===== src/rtl/sactl_pkg.sv =====
// Shared constants, codes and types for the cache tag and replacement controller.
// No dependencies; every other file of the block imports this package.
`timescale 1ns / 1ps

package sactl_pkg;

  // Fixed field widths of the access and result beats.
  localparam int ADDR_W     = 24;
  localparam int TAG_W      = 24;
  localparam int OUT_WAY_W  = 2;
  localparam int OUT_SET_W  = 6;

  // Configuration register widths and port widths.
  localparam int OFF_W      = 4;
  localparam int IB_W       = 3;
  localparam int NW_W       = 3;
  localparam int CFG_IDX_W  = 2;
  localparam int CFG_DATA_W = 4;

  // Default build parameters.
  localparam int WAYS_DEF     = 4;
  localparam int SET_BITS_DEF = 6;
  localparam int AGE_BITS_DEF = 16;

  // Depth of the queue between the front and the back.
  localparam int Q_DEPTH = 2;

  // Configuration register reset values.
  localparam logic [OFF_W-1:0] OFF_RST = 4'd6;
  localparam logic [IB_W-1:0]  IB_RST  = 3'd6;
  localparam logic [NW_W-1:0]  NW_RST  = 3'd4;

  // Access command code for a load; the other code is a store.
  localparam logic CMD_LOAD = 1'b0;

  // Configuration register indexes.
  typedef enum logic [CFG_IDX_W-1:0] {
    CFG_BLOCK_OFFSET = 2'd0,
    CFG_INDEX_BITS   = 2'd1,
    CFG_WAYS_IN_USE  = 2'd2
  } sactl_cfg_idx_t;

  // Current configuration, fanned out to the front and the back.
  typedef struct packed {
    logic [OFF_W-1:0] block_offset_bits;
    logic [IB_W-1:0]  index_bits;
    logic [NW_W-1:0]  ways_in_use;
  } sactl_cfg_t;

  // Status of the back part.
  typedef struct packed {
    logic clearing;
    logic pop;
  } sactl_bstat_t;

endpackage


===== src/rtl/sactl_req_if.sv =====
// Access request channel: valid/ready handshake with command and address.
// Depends on sactl_pkg for the address width.
`timescale 1ns / 1ps

interface sactl_req_if import sactl_pkg::*; ();
  logic              valid;
  logic              ready;
  logic              command;
  logic [ADDR_W-1:0] address;

  modport source (output valid, output command, output address, input ready);
  modport sink   (input valid, input command, input address, output ready);
endinterface


===== src/rtl/sactl_front.sv =====
// Front part: accepts access beats and splits the address into set index and tag.
// Depends on sactl_pkg and sactl_req_if; feeds the queue in sactl_queue.
`timescale 1ns / 1ps

module sactl_front import sactl_pkg::*; #(
  parameter int SET_BITS = SET_BITS_DEF,
  localparam int SET_W   = (SET_BITS > 0) ? SET_BITS : 1,
  localparam int ITEM_W  = 1 + TAG_W + SET_W
) (
  sactl_req_if.sink         in_ch,
  input  sactl_cfg_t        cfg,
  input  sactl_bstat_t      bstat,
  output logic              push_valid,
  input  logic              push_ready,
  output logic [ITEM_W-1:0] push_data
);

  logic [3:0]        ib_eff;
  logic [4:0]        tag_shift;
  logic [ADDR_W-1:0] addr_sh;
  logic [SET_W-1:0]  set_mask;
  logic [SET_W-1:0]  set_idx;
  logic [TAG_W-1:0]  tag;

  // Index width is limited to the number of sets that are built.
  assign ib_eff = ({1'b0, cfg.index_bits} > 4'(SET_BITS)) ? 4'(SET_BITS)
                                                          : {1'b0, cfg.index_bits};

  // Address split: offset | set index | tag.
  assign addr_sh   = in_ch.address >> cfg.block_offset_bits;
  assign set_mask  = ~({SET_W{1'b1}} << ib_eff);
  assign set_idx   = addr_sh[SET_W-1:0] & set_mask;
  assign tag_shift = 5'(cfg.block_offset_bits) + 5'(ib_eff);
  assign tag       = TAG_W'(in_ch.address >> tag_shift);

  // No beat is taken while the tag store is being cleared.
  assign in_ch.ready = push_ready && !bstat.clearing;
  assign push_valid  = in_ch.valid && !bstat.clearing;
  assign push_data   = {in_ch.command, tag, set_idx};

endmodule


===== src/flat_wrapper.sv =====
// flat-port wrapper written by rule: the top's interface ports become plain ports
module sactl_front_flat import sactl_pkg::*;
#(
  parameter int SET_BITS = SET_BITS_DEF,
  localparam int SET_W   = (SET_BITS > 0) ? SET_BITS : 1,
  localparam int ITEM_W  = 1 + TAG_W + SET_W
)
  (cfg, bstat, push_valid, push_ready, push_data, in_ch_valid, in_ch_command, in_ch_address, in_ch_ready);
  sactl_req_if in_ch_i ();
  input  sactl_cfg_t cfg;
  input  sactl_bstat_t bstat;
  output logic push_valid;
  input  logic push_ready;
  output logic [ITEM_W-1:0] push_data;
  input wire logic [$bits(in_ch_i.valid)-1:0] in_ch_valid;
  input wire logic [$bits(in_ch_i.command)-1:0] in_ch_command;
  input wire logic [$bits(in_ch_i.address)-1:0] in_ch_address;
  output wire logic [$bits(in_ch_i.ready)-1:0] in_ch_ready;
  assign in_ch_i.valid = in_ch_valid;
  assign in_ch_i.command = in_ch_command;
  assign in_ch_i.address = in_ch_address;
  assign in_ch_ready = in_ch_i.ready;
  sactl_front #(.SET_BITS(SET_BITS)) u_core (.in_ch(in_ch_i), .cfg(cfg), .bstat(bstat), .push_valid(push_valid), .push_ready(push_ready), .push_data(push_data));
endmodule

===== config.mk =====
export PLATFORM = sky130hd
export DESIGN_NAME = sactl_front_flat
export DESIGN_NICKNAME = d
export VERILOG_FILES = /design/src/rtl/sactl_pkg.sv /design/src/rtl/sactl_req_if.sv /design/src/rtl/sactl_front.sv /design/src/flat_wrapper.sv
export SDC_FILE = /design/constraint.sdc
export NUM_CORES = 1
export LEC_CHECK = 0
export BUFFER_PORTS_ARGS = -buffer_cell sky130_fd_sc_hd__buf_2
export CORE_ASPECT_RATIO = 2
export CORE_UTILIZATION = 45
export DETAILED_ROUTE_END_ITERATION = 6
export GPL_TIMING_DRIVEN = 0
export MAX_ROUTING_LAYER = met4
export PLACE_DENSITY = 0.78
export SYNTH_ARGS = -nofsm -noshare
export SYNTH_HDL_FRONTEND = slang
export SYNTH_SLANG_ARGS = --single-unit

===== constraint.sdc =====
create_clock -name vclk -period 2.65
set_input_delay 0 -clock vclk [all_inputs]
set_output_delay 0 -clock vclk [all_outputs]
set_load 0.01 [all_outputs]

## After elaboration in Yosys (flattened, before gate mapping)

Index checks and enable logic that the tools add are counted.

- Add/sub/neg operators: 1
- Magnitude comparators: 1
- Shifts and indexed selects: 3
- Mux-type cells: 1
- Bitwise operators: 2
- Reductions and logical operators: 3

Operators by type and width:

| cell | count |
|---|---|
| $shr 24x4->6 | 1 |
| $shr 24x5->24 | 1 |
| $and 6x6->6 | 1 |
| $not 6->6 | 1 |
| $shl 6x4->6 const A | 1 |
| $add 4x4->5 | 1 |
| $gt 3x3->1 const B | 1 |
| $mux 3 | 1 |
| $logic_and 1x1->1 | 2 |
| $logic_not 1->1 | 1 |

- Flip-flop bits (word level): 0
- Bits of input ports: 39

## Logic depth before layout (Yosys ltp)

- Depth after elaboration: 5
- Depth in mapped cells: 14
- Gate-level depth less buffers: 11

## Worst setup path before layout

OpenSTA, ideal clock, no wires.

- Path type: input to output
- Start: input port cfg[7] (netlist bit)
- End: output port push_data[12]
- Arrival: 2.783 ns
- Path slack: -0.133 ns
- Stages: 9
- Cells stage by stage: clkbuf_1 -> inv_1 -> buf_1 -> fa_1 -> xnor2_1 -> mux4_1 -> a22o_1 -> a21oi_1 -> nor2_1

- Cells in the longest elaborated chain, start to end: 2

RTL lines:

| item | RTL line | text |
|---|---|---|
| from (decl) | flat_wrapper.sv:10 | `input sactl_cfg_t cfg;` |
| $add 4x4->5 | sactl_front.sv:33 | `assign tag_shift = 5'(cfg.block_offset_bits) + 5'(ib_eff);` |
| $shr 24x5->24 | sactl_front.sv:34 | `assign tag = TAG_W'(in_ch.address >> tag_shift);` |
| to (decl) | flat_wrapper.sv:14 | `output logic [ITEM_W-1:0] push_data;` |

No other way between the ends.

## Final worst setup path

- Start: input port cfg[5] (netlist bit)
- End: output port push_data[12]

- Cells in the longest elaborated chain, start to end: 4

RTL lines:

| item | RTL line | text |
|---|---|---|
| $gt 3x3->1 | sactl_front.sv:26 | `assign ib_eff = ({1'b0, cfg.index_bits} > 4'(SET_BITS)) ? 4'(SET_BITS)` |
| $mux 3 (*) | sactl_front.sv:26 |  |
| $add 4x4->5 (*) | sactl_front.sv:33 |  |
| $shr 24x5->24 (*) | sactl_front.sv:34 |  |

Mark *: on every way between the ends. The rest lies on a longest branch, timed or not.

==> results.toml <==
[synth]
yosysMostFrequentCell = "a21oi_1"
synth_largest_area_cell = "mux2i_1"
synth_top_area_share = 0.1260
postSynthCellCount = 288
ys_seq_area_frac = 0
syn_area_um2 = 2145
yosys-top-cells-area = "mux2i_1 (13%), mux4_1 (11%), a211oi_1 (8.1%), a21oi_1 (7.2%), mux4_2 (6.3%)"
synth_cell_types = 57
avgSynthCellArea_um2 = 7.446
synth_nets = 331
ys_warn_count = 0
synth_commonest_cells = "a21oi_1 (31), nor2_1 (29), nand2_1 (28)"

[layout]
ff_latch_area_um2 = 0
antenna-diode-count = 0
fin_util = 0.6071
nets = 409
syn2layout_area_growth_pct = 30.16
seq_cells = 0
nClkBuffers = 0
drive_above_1_share = 0.3791

[global_routing]
grt.total_usage = 0.3349
grt_pass1_wl_mm = 12.73
grt_pass1_vias = 2664
grt_remaining_overflow = 0
grt_antenna_before_repair = 0
grt_max_degree = 17

[routing]
wl_met1_mm = 2.602
route.met3.wl_um = 346
wl_met2_mm = 4.323
ant_nets = 0
wl_per_cell_um = 19.08
via_per_inst = 6.573
wl_mm = 7.995
firstDrtPassIters = 4
drcViolationCount = 0
dr_total_vias = 2754
top_layer = "met4"
drt_iter0_markers = 124

[floorplanning]
core-area_um2 = 4598
initial_core_util = 0.4664
dieArea_um2 = 5063
pin_count = 72
fp.dieW_um = 50.82
num_rows = 35
die_y_um = 99.63

[min_path]
whs_path_depth = 2
min_to = "push_data[30]"
min_path_type = "in -> out"
hp-start = "in_ch_command"

[timing]
fmax_mhz = 383.6
holdWs_ns = 0.1835
period_share = 0.9837
final_max_slew_viol_count = 0
finalSetupViolations = 0
fin_tns_setup_ns = 0
period_minus_slack_ns = 2.607
worst_pin_slew_ns = 0.8192
hold_viol = 0
slew-limit-headroom = 0.4499
rsz0062_at_grt = "yes"

[run_status]
status = "finished, final reports clean"

[pwr]
power_density_nw_per_um2 = 373.2
vdd_drop_max_mv = 0.1704
leakagePower_nw = 1.232

[setup_path]
crit_slowest_cell = "mux4_2"
start_kind = "input port"
crit_path_max_incr_delay_ns = 0.62
path_cells = "buf_12 -> a21bo_4 -> inv_8 -> ha_4 -> inv_2 -> fa_2 -> xnor2_4 -> mux4_2 -> a22o_4 -> a21oi_2 -> nor2_1 -> buf_2"
path_max_fanout = 8
cp.required_ns = 2.65
crit_type = "in -> out"
arrival_ns = 2.61
crit_path_end_kind = "output port"

[placed_design]
port_buffers = 66
place_hpwl_mm = 6.254
place_congestion = 0.9477

[clocking]
hold_buffers = 0

[job]
cap_viol_max_count = 0
-- metal layers --
layer  up-vias  GRT usage
li1       1261          -
met1      1307     0.3070
met2       134     0.6267
met3        52    0.01529
met4         0     0.2372
met5         -          -
-- critical path, delay by kind of cell --
| kind | cells | cell delay, ns |
|---|---|---|
| AOI/OAI and AO/OA | 3 | 0.68 |
| adders and majority gates | 2 | 0.53 |
| buffers and inverters | 4 | 0.34 |
| and+or+nand+nor | 1 | 0.04 |
| xor gates and xnor gates | 1 | 0.37 |
| muxes | 1 | 0.62 |
-- cell families (layout without fill, tap and decap cells) --
| kind of cell | count (synthesis) | count (layout) | synth area share |
|---|---|---|---|
| buffers and inverters | 34 | 110 | 0.08577 |
| and+or+nand+nor | 97 | 97 | 0.2118 |
| AOI/OAI and AO/OA | 101 | 101 | 0.3209 |
| adders and majority gates | 4 | 4 | 0.02684 |
| muxes | 47 | 47 | 0.3256 |
| xor gates and xnor gates | 5 | 5 | 0.02918 |
-- cell usage in the layout (no fill, tap or decap), types with 3 or more instances in the layout --
| cell type | synthesis | layout |
|---|---|---|
| nor3_1 | 4 | 4 |
| nand2_1 | 28 | 28 |
| o211ai_1 | 3 | 3 |
| o21ai_0 | 11 | 9 |
| mux2_2 | 5 | 5 |
| mux2i_1 | 27 | 23 |
| mux4_1 | 9 | 3 |
| nor2b_1 | 11 | 11 |
| or3_1 | 3 | 3 |
| a21oi_1 | 31 | 28 |
| clkbuf_1 | 11 | 6 |
| nand3_1 | 9 | 9 |
| a21o_1 | 3 | 3 |
| o21ai_1 | 1 | 3 |
| buf_4 | 4 | 18 |
| buf_2 | 5 | 67 |
| mux4_2 | 6 | 12 |
| a211oi_1 | 23 | 22 |
| inv_1 | 7 | 5 |
| nor2_1 | 29 | 29 |
| o21a_1 | 4 | 4 |
| nand2b_1 | 4 | 4 |
| buf_6 | 4 | 4 |
-- timing repair --
action | 4_1_cts | 5_1_grt
setup endpoints to repair | 24 | 17
gates resized for setup | 42 | 7
setup buffers | 5 | 9
pin swaps | 14 | 7
-- how the worst max path moves through the flow --
stage	startpoint	end	depth (start not counted)
3_5_place_dp	cfg[7]	push_data[7]	11
3_3_place_gp	cfg[7]	push_data[7]	11
4_1_cts	cfg[4]	push_data[12]	13
2_1_floorplan	cfg[7]	push_data[12]	9
5_1_grt	cfg[7]	push_data[12]	9
6_report	cfg[5]	push_data[12]	12
-- area by class of cell --
class                           instances  area [µm²]
Buffer                                 22       137.6
Fill cell                             451        1807
Inverter                                8       41.29
Multi-Input combinational cell        254        2069
Tap cell                               55       68.82
Timing Repair Buffer                   80       474.2
-- power breakdown --
| part | switching (mW) | total, mW | internal [mW] | leakage, nW |
|---|---|---|---|---|
| combinational | 0.576 | 1.04 | 0.466 | 1.23 |
| clock | 0 | 0 | 0 | 0 |
| sequential | 0 | 0 | 0 | 0 |
| total | 0.576 | 1.04 | 0.466 | 1.23 |
-- through the flow --
step	instances	cell area, µm²	total power, mW	worst slack (ns)
after floorplan	288	2152	0.6188	0.05937
after global placement	409	2551	0.8872	-0.7471
after detailed placement	409	2551	0.8939	-0.7996
after CTS	411	2704	0.9881	-0.05069
after global routing	419	2791	1.104	-0.04628
final	419	2791	1.042	0.04314
No activity file was read; power rests on OpenSTA's default activity.
