**src/rtl/sactl_pkg.sv**
```systemverilog
// Shared constants, codes and types for the cache tag and replacement controller.
// No dependencies; every other file of the block imports this package.
`timescale 1ns / 1ps

package sactl_pkg;

  // Fixed field widths of the access and result beats.
  localparam int ADDR_W     = 24;
  localparam int TAG_W      = 24;
  localparam int OUT_WAY_W  = 2;
  localparam int OUT_SET_W  = 6;

  // Configuration register widths and port widths.
  localparam int OFF_W      = 4;
  localparam int IB_W       = 3;
  localparam int NW_W       = 3;
  localparam int CFG_IDX_W  = 2;
  localparam int CFG_DATA_W = 4;

  // Default build parameters.
  localparam int WAYS_DEF     = 4;
  localparam int SET_BITS_DEF = 6;
  localparam int AGE_BITS_DEF = 16;

  // Depth of the queue between the front and the back.
  localparam int Q_DEPTH = 2;

  // Configuration register reset values.
  localparam logic [OFF_W-1:0] OFF_RST = 4'd6;
  localparam logic [IB_W-1:0]  IB_RST  = 3'd6;
  localparam logic [NW_W-1:0]  NW_RST  = 3'd4;

  // Access command code for a load; the other code is a store.
  localparam logic CMD_LOAD = 1'b0;

  // Configuration register indexes.
  typedef enum logic [CFG_IDX_W-1:0] {
    CFG_BLOCK_OFFSET = 2'd0,
    CFG_INDEX_BITS   = 2'd1,
    CFG_WAYS_IN_USE  = 2'd2
  } sactl_cfg_idx_t;

  // Current configuration, fanned out to the front and the back.
  typedef struct packed {
    logic [OFF_W-1:0] block_offset_bits;
    logic [IB_W-1:0]  index_bits;
    logic [NW_W-1:0]  ways_in_use;
  } sactl_cfg_t;

  // Status of the back part.
  typedef struct packed {
    logic clearing;
    logic pop;
  } sactl_bstat_t;

endpackage

```
**src/rtl/sactl_queue.sv**
```systemverilog
// Two-entry queue that decouples the front part from the back part.
// Depends on sactl_pkg for its depth.
`timescale 1ns / 1ps

module sactl_queue import sactl_pkg::*; #(
  parameter int DATA_W = 1
) (
  input  logic              clk,
  input  logic              rst_n,
  input  logic              push_valid,
  output logic              push_ready,
  input  logic [DATA_W-1:0] push_data,
  output logic              pop_valid,
  input  logic              pop_ready,
  output logic [DATA_W-1:0] pop_data
);

  localparam int PTR_W = (Q_DEPTH > 1) ? $clog2(Q_DEPTH) : 1;
  localparam int CNT_W = $clog2(Q_DEPTH + 1);

  logic [DATA_W-1:0] slot_r [Q_DEPTH];
  logic [PTR_W-1:0]  wr_ptr_r, wr_ptr_nxt;
  logic [PTR_W-1:0]  rd_ptr_r, rd_ptr_nxt;
  logic [CNT_W-1:0]  cnt_r, cnt_nxt;
  logic              do_push;
  logic              do_pop;

  assign push_ready = (cnt_r != CNT_W'(Q_DEPTH));
  assign pop_valid  = (cnt_r != '0);
  assign pop_data   = slot_r[rd_ptr_r];
  assign do_push    = push_valid && push_ready;
  assign do_pop     = pop_valid && pop_ready;

  // Pointer and fill count update, wrapping at the queue depth.
  always_comb begin
    wr_ptr_nxt = wr_ptr_r;
    rd_ptr_nxt = rd_ptr_r;
    cnt_nxt    = cnt_r;
    if (do_push) begin
      wr_ptr_nxt = (wr_ptr_r == PTR_W'(Q_DEPTH - 1)) ? '0 : wr_ptr_r + 1'b1;
    end
    if (do_pop) begin
      rd_ptr_nxt = (rd_ptr_r == PTR_W'(Q_DEPTH - 1)) ? '0 : rd_ptr_r + 1'b1;
    end
    if (do_push && !do_pop) begin
      cnt_nxt = cnt_r + 1'b1;
    end else if (do_pop && !do_push) begin
      cnt_nxt = cnt_r - 1'b1;
    end
  end

  always_ff @(posedge clk) begin
    if (!rst_n) begin
      wr_ptr_r <= '0;
      rd_ptr_r <= '0;
      cnt_r    <= '0;
    end else begin
      wr_ptr_r <= wr_ptr_nxt;
      rd_ptr_r <= rd_ptr_nxt;
      cnt_r    <= cnt_nxt;
    end
  end

  // Payload storage needs no reset.
  always_ff @(posedge clk) begin
    if (do_push) begin
      slot_r[wr_ptr_r] <= push_data;
    end
  end

endmodule

```
**config.mk**
```make
export PLATFORM = sky130hd
export DESIGN_NAME = sactl_queue
export DESIGN_NICKNAME = d
export VERILOG_FILES = /design/src/rtl/sactl_pkg.sv /design/src/rtl/sactl_queue.sv
export SDC_FILE = /design/constraint.sdc
export NUM_CORES = 1
export LEC_CHECK = 0
export BUFFER_PORTS_ARGS = -buffer_cell sky130_fd_sc_hd__buf_2
export CAP_MARGIN = 30
export CORE_AREA = 2 2 39 41
export DETAILED_ROUTE_END_ITERATION = 7
export DIE_AREA = 0 0 41 43
export PLACE_DENSITY_LB_ADDON = 0.3
export RECOVER_POWER = 100
export REMOVE_ABC_BUFFERS = 1
export SETUP_SLACK_MARGIN = 0.5
export SYNTH_ARGS = -nofsm -noshare
export SYNTH_HDL_FRONTEND = slang
export SYNTH_SLANG_ARGS = --single-unit
```
**constraint.sdc**
```tcl
create_clock -name clk -period 3.4 [get_ports clk]
set_clock_uncertainty 0.05 [all_clocks]
set_input_delay 0.51 -clock clk [delete_from_list [all_inputs] [get_ports clk]]
set_output_delay 0.51 -clock clk [all_outputs]
set_load 0.02 [all_outputs]
```
Word level (Yosys, flattened, before mapping)
Memories as Yosys holds them, arrays and structs flattened. A register that Yosys moved wholly into a read port is not among the register bits. Cells that the tools add are included.

Word-level logic and storage cells: 25. Memories kept: 1. Register bits after elaboration: 4. Bits of input ports: 5. Output and inout bits: 3. Memory bits (writable): 2.

Multiplexer cells: 8. Reductions and logical operators: 8. Eq/ne operators: 1. Add/subtract/negate cells: 4.

Memory list: slot_r (words 2, bits a word 1, read ports 1, clocked after Yosys merged registers in 1, wr ports 1, line sactl_queue.sv:21) `logic [DATA_W-1:0] slot_r [Q_DEPTH];`.

Operators with widths (count): $mux 1 (6); $logic_and 1x1->1 (4); $mux 2 (2); $reduce_bool 2->1 (2); $add 1x1->1 const B (2); $add 2x1->2 const B (1); $logic_not 1->1 (2); $ne 2x2->1 const B (1); $sub 2x1->2 const B (1).

Longest topological paths before layout
Gate-level depths: netlist (run 1).

Word-level depth: 6. Gate-level depth with buffers: 6. Mapped depth without buffers: 6.

Worst setup path after synthesis (run 1)
Ideal clock, no wire load.

Kind: register to register. Start point: reg cnt_r[0]. End point: reg cnt_r[1]. Data required time: 3.280 ns. Setup time: 0.070 ns. Stages on the path, launching flop included: 6. Arrival: 1.455 ns. Period minus slack after synthesis: 1.575 ns. Path slack: 1.825 ns. Cell sequence: dfxtp_1 -> nand2b_4 -> and2_1 -> ha_1 -> or3_1 -> a21boi_1.

Cells in the longest elaborated chain, start to end: 5. Elaborated cells between the ends (all ways): 13. Those cells by class: add/sub (2); eq/ne (1); mux (2); reduce/logical (8).

RTL lines: start: declaration (line sactl_queue.sv:24) `logic [CNT_W-1:0] cnt_r, cnt_nxt;`; start signal: assignment (line sactl_queue.sv:60) `cnt_r <= cnt_nxt;`; $ne 2x2->1 (*) (line sactl_queue.sv:28) `assign push_ready = (cnt_r != CNT_W'(Q_DEPTH));`; named net push_ready (line sactl_queue.sv:11) `output logic push_ready,`; $logic_and 1x1->1 (*) (line sactl_queue.sv:31) `assign do_push = push_valid && push_ready;`; named net do_push (line sactl_queue.sv:25) `logic do_push;`; $logic_not 1->1 (line sactl_queue.sv:47) `end else if (do_pop && !do_push) begin`; $logic_and 1x1->1 (line sactl_queue.sv:47); $reduce_bool 2->1 (no line).

The timed path passes the listed nets; every way through them passes the cells marked *. The select of a mux whose other input is x is not followed. A chain may end at the register's enable or synchronous reset.

Worst setup path in the final report (run 1)
Start point: reg cnt_r[0]. End point: reg cnt_r[1].

Cells in the longest elaborated chain, start to end: 5. Elaborated cells between the ends (all ways): 13. Those cells by class: add/sub (2); eq/ne (1); mux (2); reduce/logical (8).

RTL lines (line): $ne 2x2->1 (*) (sactl_queue.sv:28); $logic_and 1x1->1 (*) (sactl_queue.sv:31); named net do_push (sactl_queue.sv:25); $logic_not 1->1 (sactl_queue.sv:47); $logic_and 1x1->1 (sactl_queue.sv:47); $reduce_bool 2->1 (no line).

Marks and branches as above.

==> results.rst, run 1 <==
.. list-table::
   :header-rows: 1

   * - Metric
     - Value
   * - Routed Antenna Nets
     - 0
   * - Largest area contributor in the synthesized netlist
     - dfxtp_1
   * - Combined area of the multi-input logic cells
     - 143 µm²
   * - Number of port buffers
     - 7
   * - Leakage power of the design
     - 0.154 nW
   * - Share of the synthesized area in the top cell type
     - 31.9%
   * - Max-slew headroom at the worst pin
     - 79.4%
   * - Avg WL per Cell
     - 9.91 µm
   * - Clock-pin transition on the worst setup and hold timing paths
     - 0.05 ns
   * - Final wirelength
     - 535 µm
   * - Period Utilization, post-route
     - 50.0%
   * - Total clock sinks
     - 7
   * - Post-route DRC
     - 0
   * - Area of placed instances
     - 369 µm²
   * - Syn Inst Count
     - 27
   * - Net total in the final layout
     - 45
   * - EDFF count, synth
     - 2
   * - Maximum buffer depth of the clock tree
     - 2
   * - Clock period minus worst slack
     - 1.70 ns
   * - Diode count
     - 0
   * - Result of the run
     - finished, final reports clean
   * - # resized after CTS
     - 0
   * - Sequential share of the synthesized area
     - 51.0%
   * - RSZ-0062 raised after global routing
     - no
   * - Placed Cells
     - 50
   * - Type of element capturing the critical path
     - register
   * - Critical Path RT
     - 3.53 ns
   * - Syn avg cell area
     - 11.6 µm²
   * - Min-delay worst type
     - primary input to register
   * - Number of setup violations in the final report
     - 0
   * - Critical path start-end classification
     - register to register
   * - Weighted congestion at the end of routability-driven global placement
     - 0.602
   * - Chip width
     - 41 µm
   * - Number of max-capacitance violations reported
     - 0
   * - Cell with the most instances after synthesis
     - dfxtp_1
   * - First-pass GRT wire length
     - 848 µm
   * - Floorplan row count
     - 14
   * - Core footprint
     - 1380 µm²
   * - Number of buffers created by CTS
     - 3
   * - Average vias per placed instance
     - 4.17
   * - Storage element area
     - 160 µm²
   * - Final hold slack
     - 0.424 ns
   * - Clock tree from TritonCTS
     - yes
   * - Worst-path maximum fanout
     - 5
   * - Leftover overflow at the end of global routing
     - 0
   * - Worst ir drop on vdd
     - 279 µV
   * - Root buffer cell
     - clkbuf_4
   * - Number of fill cells
     - 169
   * - Floorplan die height
     - 43 µm
   * - Power per Cell Area
     - 859 nW/µm²
   * - HPWL after detailed placement
     - 397 µm
   * - Number of global-route vias before repair
     - 206
   * - Area enclosed by the die boundary
     - 1760 µm²
   * - Slew Viols, Final
     - 0
   * - Post-CTS setup buffer count
     - 0
   * - Nature of the critical path startpoint
     - register
   * - Fraction of final layout cells with drive strength greater than 1
     - 23.7%
   * - Synthesis-to-finish area growth
     - 21.9%
   * - Largest net degree at the start of global routing
     - 6
   * - Maximum frequency from static timing analysis
     - 588 MHz
   * - Effective utilization at floorplan
     - 22.7%
   * - Hold Buf Count CTS
     - 0
   * - Count of unique library cells instantiated by Yosys
     - 18
   * - Synth cell count leaders
     - 5 x dfxtp_1, 4 x and2_1, 2 x edfxtp_1, 2 x xnor2_1
   * - IO Count
     - 8
   * - Most used DFF post-synth
     - dfxtp_1
   * - Non-filler instance count after layout
     - 54
   * - Via total after detailed routing
     - 225
   * - Count of H-tree levels built during CTS
     - 1
   * - Synthesized flop and latch total
     - 7
   * - Post-synth design cell area
     - 314 µm²
   * - Hold Vio Cnt, Final
     - 0
   * - Number of warnings reported in the yosys synthesis log
     - 0
   * - Proportion of synthesized flip-flops having asynchronous set or reset
     - 0%
   * - Final Instance Area
     - 383 µm²
   * - Clock latency at the later pin of the worst-skew pair
     - 0.25 ns
   * - Global-route usage over all layers
     - 7.96%
   * - Pin slew with the least headroom to its limit
     - 0.306 ns
   * - Final WS setup
     - 1.70 ns
   * - Signal arrival time at the worst endpoint
     - 1.83 ns
   * - DRC marker count from the first detailed-route iteration
     - 4
   * - Largest cells by area after synthesis
     - dfxtp_1 32%, edfxtp_1 19%, and2_1 8.0%, xnor2_1 5.6%, nand2b_4 4.4%
   * - Pre-CTS setup slack
     - 1.70 ns
   * - 1st-pass router iterations
     - 2
   * - Total Neg Setup Slack
     - 0 ns
   * - Initial antenna violation count
     - 0
==> layer usage <==
metal  track usage [%]  share of wire, %  up-vias
met5                 0                 0        -
met1              8.77                43      104
met3              3.14               5.8        2
met2              9.69                50        6
met4              10.0              0.75        0
li1                  -                 -      113
==> report_power, final <==
part           total (mW)  internal (mW)  switching (mW)
sequential          0.127          0.111          0.0161
clock              0.0778         0.0449          0.0329
combinational       0.124         0.0592          0.0647
total               0.329          0.215           0.114
==> cell usage in the layout, fill, tap and decap left out, types with 2 or more instances in the layout <==
cell type | Yosys | final
dfxtp_1 | 5 | 5
clkbuf_1 | 0 | 5
clkbuf_4 | 0 | 3
buf_2 | 0 | 3
and2_0 | 0 | 2
o21ai_0 | 1 | 2
xnor2_1 | 2 | 2
and2_1 | 4 | 2
a21boi_0 | 1 | 2
edfxtp_1 | 2 | 2
==> path summary, 6_finish.rpt <==
kind	cells past startpoint	to	slack (ns)	start
max	5	cnt_r[1]	1.70	cnt_r[0]
min	1	slot_r[1]	0.42	push_data
max reg2reg	5	cnt_r[1]	1.70	cnt_r[0]
min reg2reg	2	cnt_r[1]	0.48	cnt_r[1]
==> layout make-up <==
class                      instances  area share, %
sequential                         7           41.8
clock buffer                       4           6.86
multi-input combinational         19           37.3
inverter                           1          0.980
timing repair buffer               7           7.84
tap                               16           5.23
==> per-stage QoR <==
| stage | power (mW) | utilization (%) |
|---|---|---|
| after floorplan | 0.236 | - |
| after CTS | 0.351 | 28.6 |
| after detailed placement | 0.269 | 26.7 |
| after global placement | 0.263 | 26.7 |
| final | 0.329 | 27.7 |
| after global routing | 0.354 | 27.7 |
==> cell families after synthesis <==
kind of cell	share of synthesized area, %
adders and majority gates	3.98
xor gates and xnor gates	8.37
and+or+nand+nor	20.7
AOI/OAI and AO/OA	11.2
buffers and inverters	1.19
muxes	3.59
DFF	51.0
==> worst max-delay path, stage by stage (launching register included) <==
cell and delay [ns]:
dfxtp_1 0.34, nand2b_1 0.22, and2_0 0.19, ha_1 0.33, or3_1 0.34, a21boi_0 0.15
Power figures use the tool's default switching activity.
==> inputs of run 2 (changes only) <==
==> constraint.sdc (replaced) <==
create_clock -name clk -period 1.5 [get_ports clk]
set_clock_uncertainty 0.05 [all_clocks]
set_input_delay 0.225 -clock clk [delete_from_list [all_inputs] [get_ports clk]]
set_output_delay 0.225 -clock clk [all_outputs]
set_load 0.02 [all_outputs]
==> results.rst, run 2 (synthesized netlist as in run 1, its figures left out) <==
.. list-table::
   :header-rows: 1

   * - Metric
     - Value
   * - Leftover overflow at the end of global routing
     - 0 (unchanged)
   * - Clock-pin transition on the worst setup and hold timing paths
     - 0.05 ns (about the same)
   * - Core footprint
     - 1380 µm² (unchanged)
   * - Leakage power of the design
     - 0.245 nW (was 0.154 nW)
   * - Largest net degree at the start of global routing
     - 6 (unchanged)
   * - Routed Antenna Nets
     - 0 (unchanged)
   * - Maximum frequency from static timing analysis
     - 675 MHz (was 588 MHz)
   * - Min-delay worst type
     - primary input to register (unchanged)
   * - Clock latency at the later pin of the worst-skew pair
     - 0.25 ns (about the same)
   * - Clock period minus worst slack
     - 1.48 ns (was 1.70 ns)
   * - Number of buffers created by CTS
     - 3 (unchanged)
   * - Result of the run
     - finished, final reports clean (unchanged)
   * - RSZ-0062 raised after global routing
     - yes (was no)
   * - Number of port buffers
     - 7 (unchanged)
   * - Worst min-delay path endpoint
     - slot_r[1] (unchanged)
   * - Signal arrival time at the worst endpoint
     - 1.60 ns (was 1.83 ns)
   * - Hold path startpoint
     - push_data (unchanged)
   * - Pre-CTS setup slack
     - -0.0609 ns (was 1.70 ns)
   * - Worst r2r dst
     - cnt_r[1] (unchanged)
   * - Number of max-capacitance violations reported
     - 0 (unchanged)
   * - Maximum buffer depth of the clock tree
     - 2 (unchanged)
   * - Initial antenna violation count
     - 0 (unchanged)
   * - Longest individual stage delay on the worst path
     - 0.39 ns (was 0.34 ns)
   * - Area enclosed by the die boundary
     - 1760 µm² (unchanged)
   * - Hold Buf Count CTS
     - 0 (unchanged)
   * - Pin slew with the least headroom to its limit
     - 0.219 ns (was 0.306 ns)
   * - Most common cell after layout, fill and taps aside
     - buf_6
   * - HPWL after detailed placement
     - 432 µm (was 397 µm)
   * - Total Neg Setup Slack
     - 0 ns (unchanged)
   * - DRC marker count from the first detailed-route iteration
     - 0 (was 4)
   * - Floorplan die height
     - 43 µm (unchanged)
   * - Power per Cell Area
     - 2020 nW/µm² (was 859 nW/µm²)
   * - Final WS setup
     - 0.0178 ns (was 1.70 ns)
   * - Diode count
     - 0 (unchanged)
   * - Area of placed instances
     - 399 µm² (was 369 µm²)
   * - Number of fill cells
     - 142 (was 169)
   * - Number of global-route vias before repair
     - 276 (was 206)
   * - Critical path start-end classification
     - register to register (unchanged)
   * - First-pass GRT wire length
     - 1060 µm (was 848 µm)
   * - Average vias per placed instance
     - 4.27 (was 4.17)
   * - Number of setup violations in the final report
     - 0 (unchanged)
   * - Hold Vio Cnt, Final
     - 0 (unchanged)
   * - IO Count
     - 8 (unchanged)
   * - Total clock sinks
     - 7 (unchanged)
   * - Nature of the critical path startpoint
     - register (unchanged)
   * - Type of element capturing the critical path
     - register (unchanged)
   * - Clock tree from TritonCTS
     - yes (unchanged)
   * - Via total after detailed routing
     - 269 (was 225)
   * - Fraction of final layout cells with drive strength greater than 1
     - 70.2% (was 23.7%)
   * - Non-filler instance count after layout
     - 63 (was 54)
   * - Slew Viols, Final
     - 0 (unchanged)
   * - Post-route DRC
     - 0 (unchanged)
   * - Critical Path RT
     - 1.62 ns (was 3.53 ns)
   * - Reg-to-reg critical path startpoint
     - cnt_r[0] (unchanged)
   * - Number of cells traversed by the worst register-to-register path
     - 5 (unchanged)
   * - Worst ir drop on vdd
     - 861 µV (was 279 µV)
   * - Crit path cell chain
     - nand2b_4 > and2_4 > ha_4 > or3_1 > a21boi_1 (was nand2b_1 > and2_0 > ha_1 > or3_1 > a21boi_0)
   * - Count of H-tree levels built during CTS
     - 1 (unchanged)
   * - Chip width
     - 41 µm (unchanged)
   * - Floorplan row count
     - 14 (unchanged)
   * - 1st-pass router iterations
     - 1 (was 2)
   * - Number of cells on the worst hold path
     - 1 (unchanged)
   * - Placed Cells
     - 54 (was 50)
   * - Effective utilization at floorplan
     - 22.7% (unchanged)
   * - Synthesis-to-finish area growth
     - 81.7% (was 21.9%)
   * - Worst R2R Setup Slack
     - 0.02 ns (was 1.70 ns)
   * - Avg WL per Cell
     - 11.0 µm (was 9.91 µm)
   * - Weighted congestion at the end of routability-driven global placement
     - 0.612 (was 0.602)
   * - Worst-path maximum fanout
     - 2 (was 5)
   * - Global-route usage over all layers
     - 9.46% (was 7.96%)
   * - Root buffer cell
     - clkbuf_4 (unchanged)
   * - Slowest cell on crit path
     - or3_1 (was dfxtp_1)
   * - Max-slew headroom at the worst pin
     - 85.2% (was 79.4%)
   * - Period Utilization, post-route
     - 98.8% (was 50.0%)
   * - Final Instance Area
     - 571 µm² (was 383 µm²)
   * - Commonest non-fill, non-tap cells in the layout
     - 10 x buf_6, 4 x buf_2, 3 x and2_1, 3 x clkbuf_4 (was 5 x dfxtp_1, 5 x clkbuf_1, 3 x clkbuf_4, 3 x buf_2)
   * - Final wirelength
     - 693 µm (was 535 µm)
   * - Net total in the final layout
     - 54 (was 45)
-- run 2: changes by cell type in the layout (fill, tap and decap cells not counted), moves of 2 or more --
cell	previous run	this run
buf_6	0	10
dfxtp_1	5	2
dfxtp_2	0	2
clkbuf_1	5	1
and2_0	2	0
a21boi_0	2	0
buf_4	0	2
-- run 2: power by group --
part | internal [mW] | leakage, nW | switching [mW] | total, mW
Sequential | 0.263 | 0.0613 | 0.0501 | 0.313
Combinational | 0.425 | 0.169 | 0.243 | 0.668
Clock | 0.101 | 0.0150 | 0.0683 | 0.170
-- run 2: critical path, delay by kind of cell, from the launching register on --
| kind | cells | cell delay [ns] |
|---|---|---|
| flops | 1 | 0.32 |
| simple gates | 3 | 0.67 |
| fa+ha+maj | 1 | 0.23 |
| compound gates | 1 | 0.14 |
-- run 2: stage by stage --
step                      hold WS, ns  util, %  total power [mW]
after floorplan                 0.274        -             0.536
after global placement          0.368     28.8             0.658
after detailed placement        0.371     28.8             0.677
after CTS                       0.107     37.3              1.03
after global routing            0.112     41.2              1.23
final                           0.118     41.2              1.15
-- run 2: repair_timing --
action	CTS	global route
buffers inserted	3	2
resized for setup	19	9
pin swaps	7	8
endpoints found under the setup margin	10	10
-- run 2: metal layers --
metal  track usage, %  vias to the layer above  wire, µm
li1                 -                      131         -
met2             13.4                        6       403
met5                0                        -         0
met4             8.00                        0         9
met1             9.39                      130       235
met3             5.24                        2        44
-- run 2: worst max-delay path by stage --
stage          endpoint  startpoint
2_1_floorplan  cnt_r[1]    cnt_r[0]
3_3_place_gp   cnt_r[1]    cnt_r[1]
3_5_place_dp   cnt_r[1]    cnt_r[1]
4_1_cts        cnt_r[1]    cnt_r[0]
5_1_grt        cnt_r[1]    cnt_r[0]
6_report       cnt_r[1]    cnt_r[0]
-- run 2: final cells by class --
| type | instances | area [µm²] | area share [%] |
|---|---|---|---|
| clock buffer | 4 | 26.3 | 4.61 |
| inverter | 1 | 3.75 | 0.658 |
| multi-input combinational | 19 | 206 | 36.2 |
| sequential | 7 | 166 | 29.2 |
| tap | 16 | 20.0 | 3.51 |
| timing repair buffer | 16 | 148 | 25.9 |
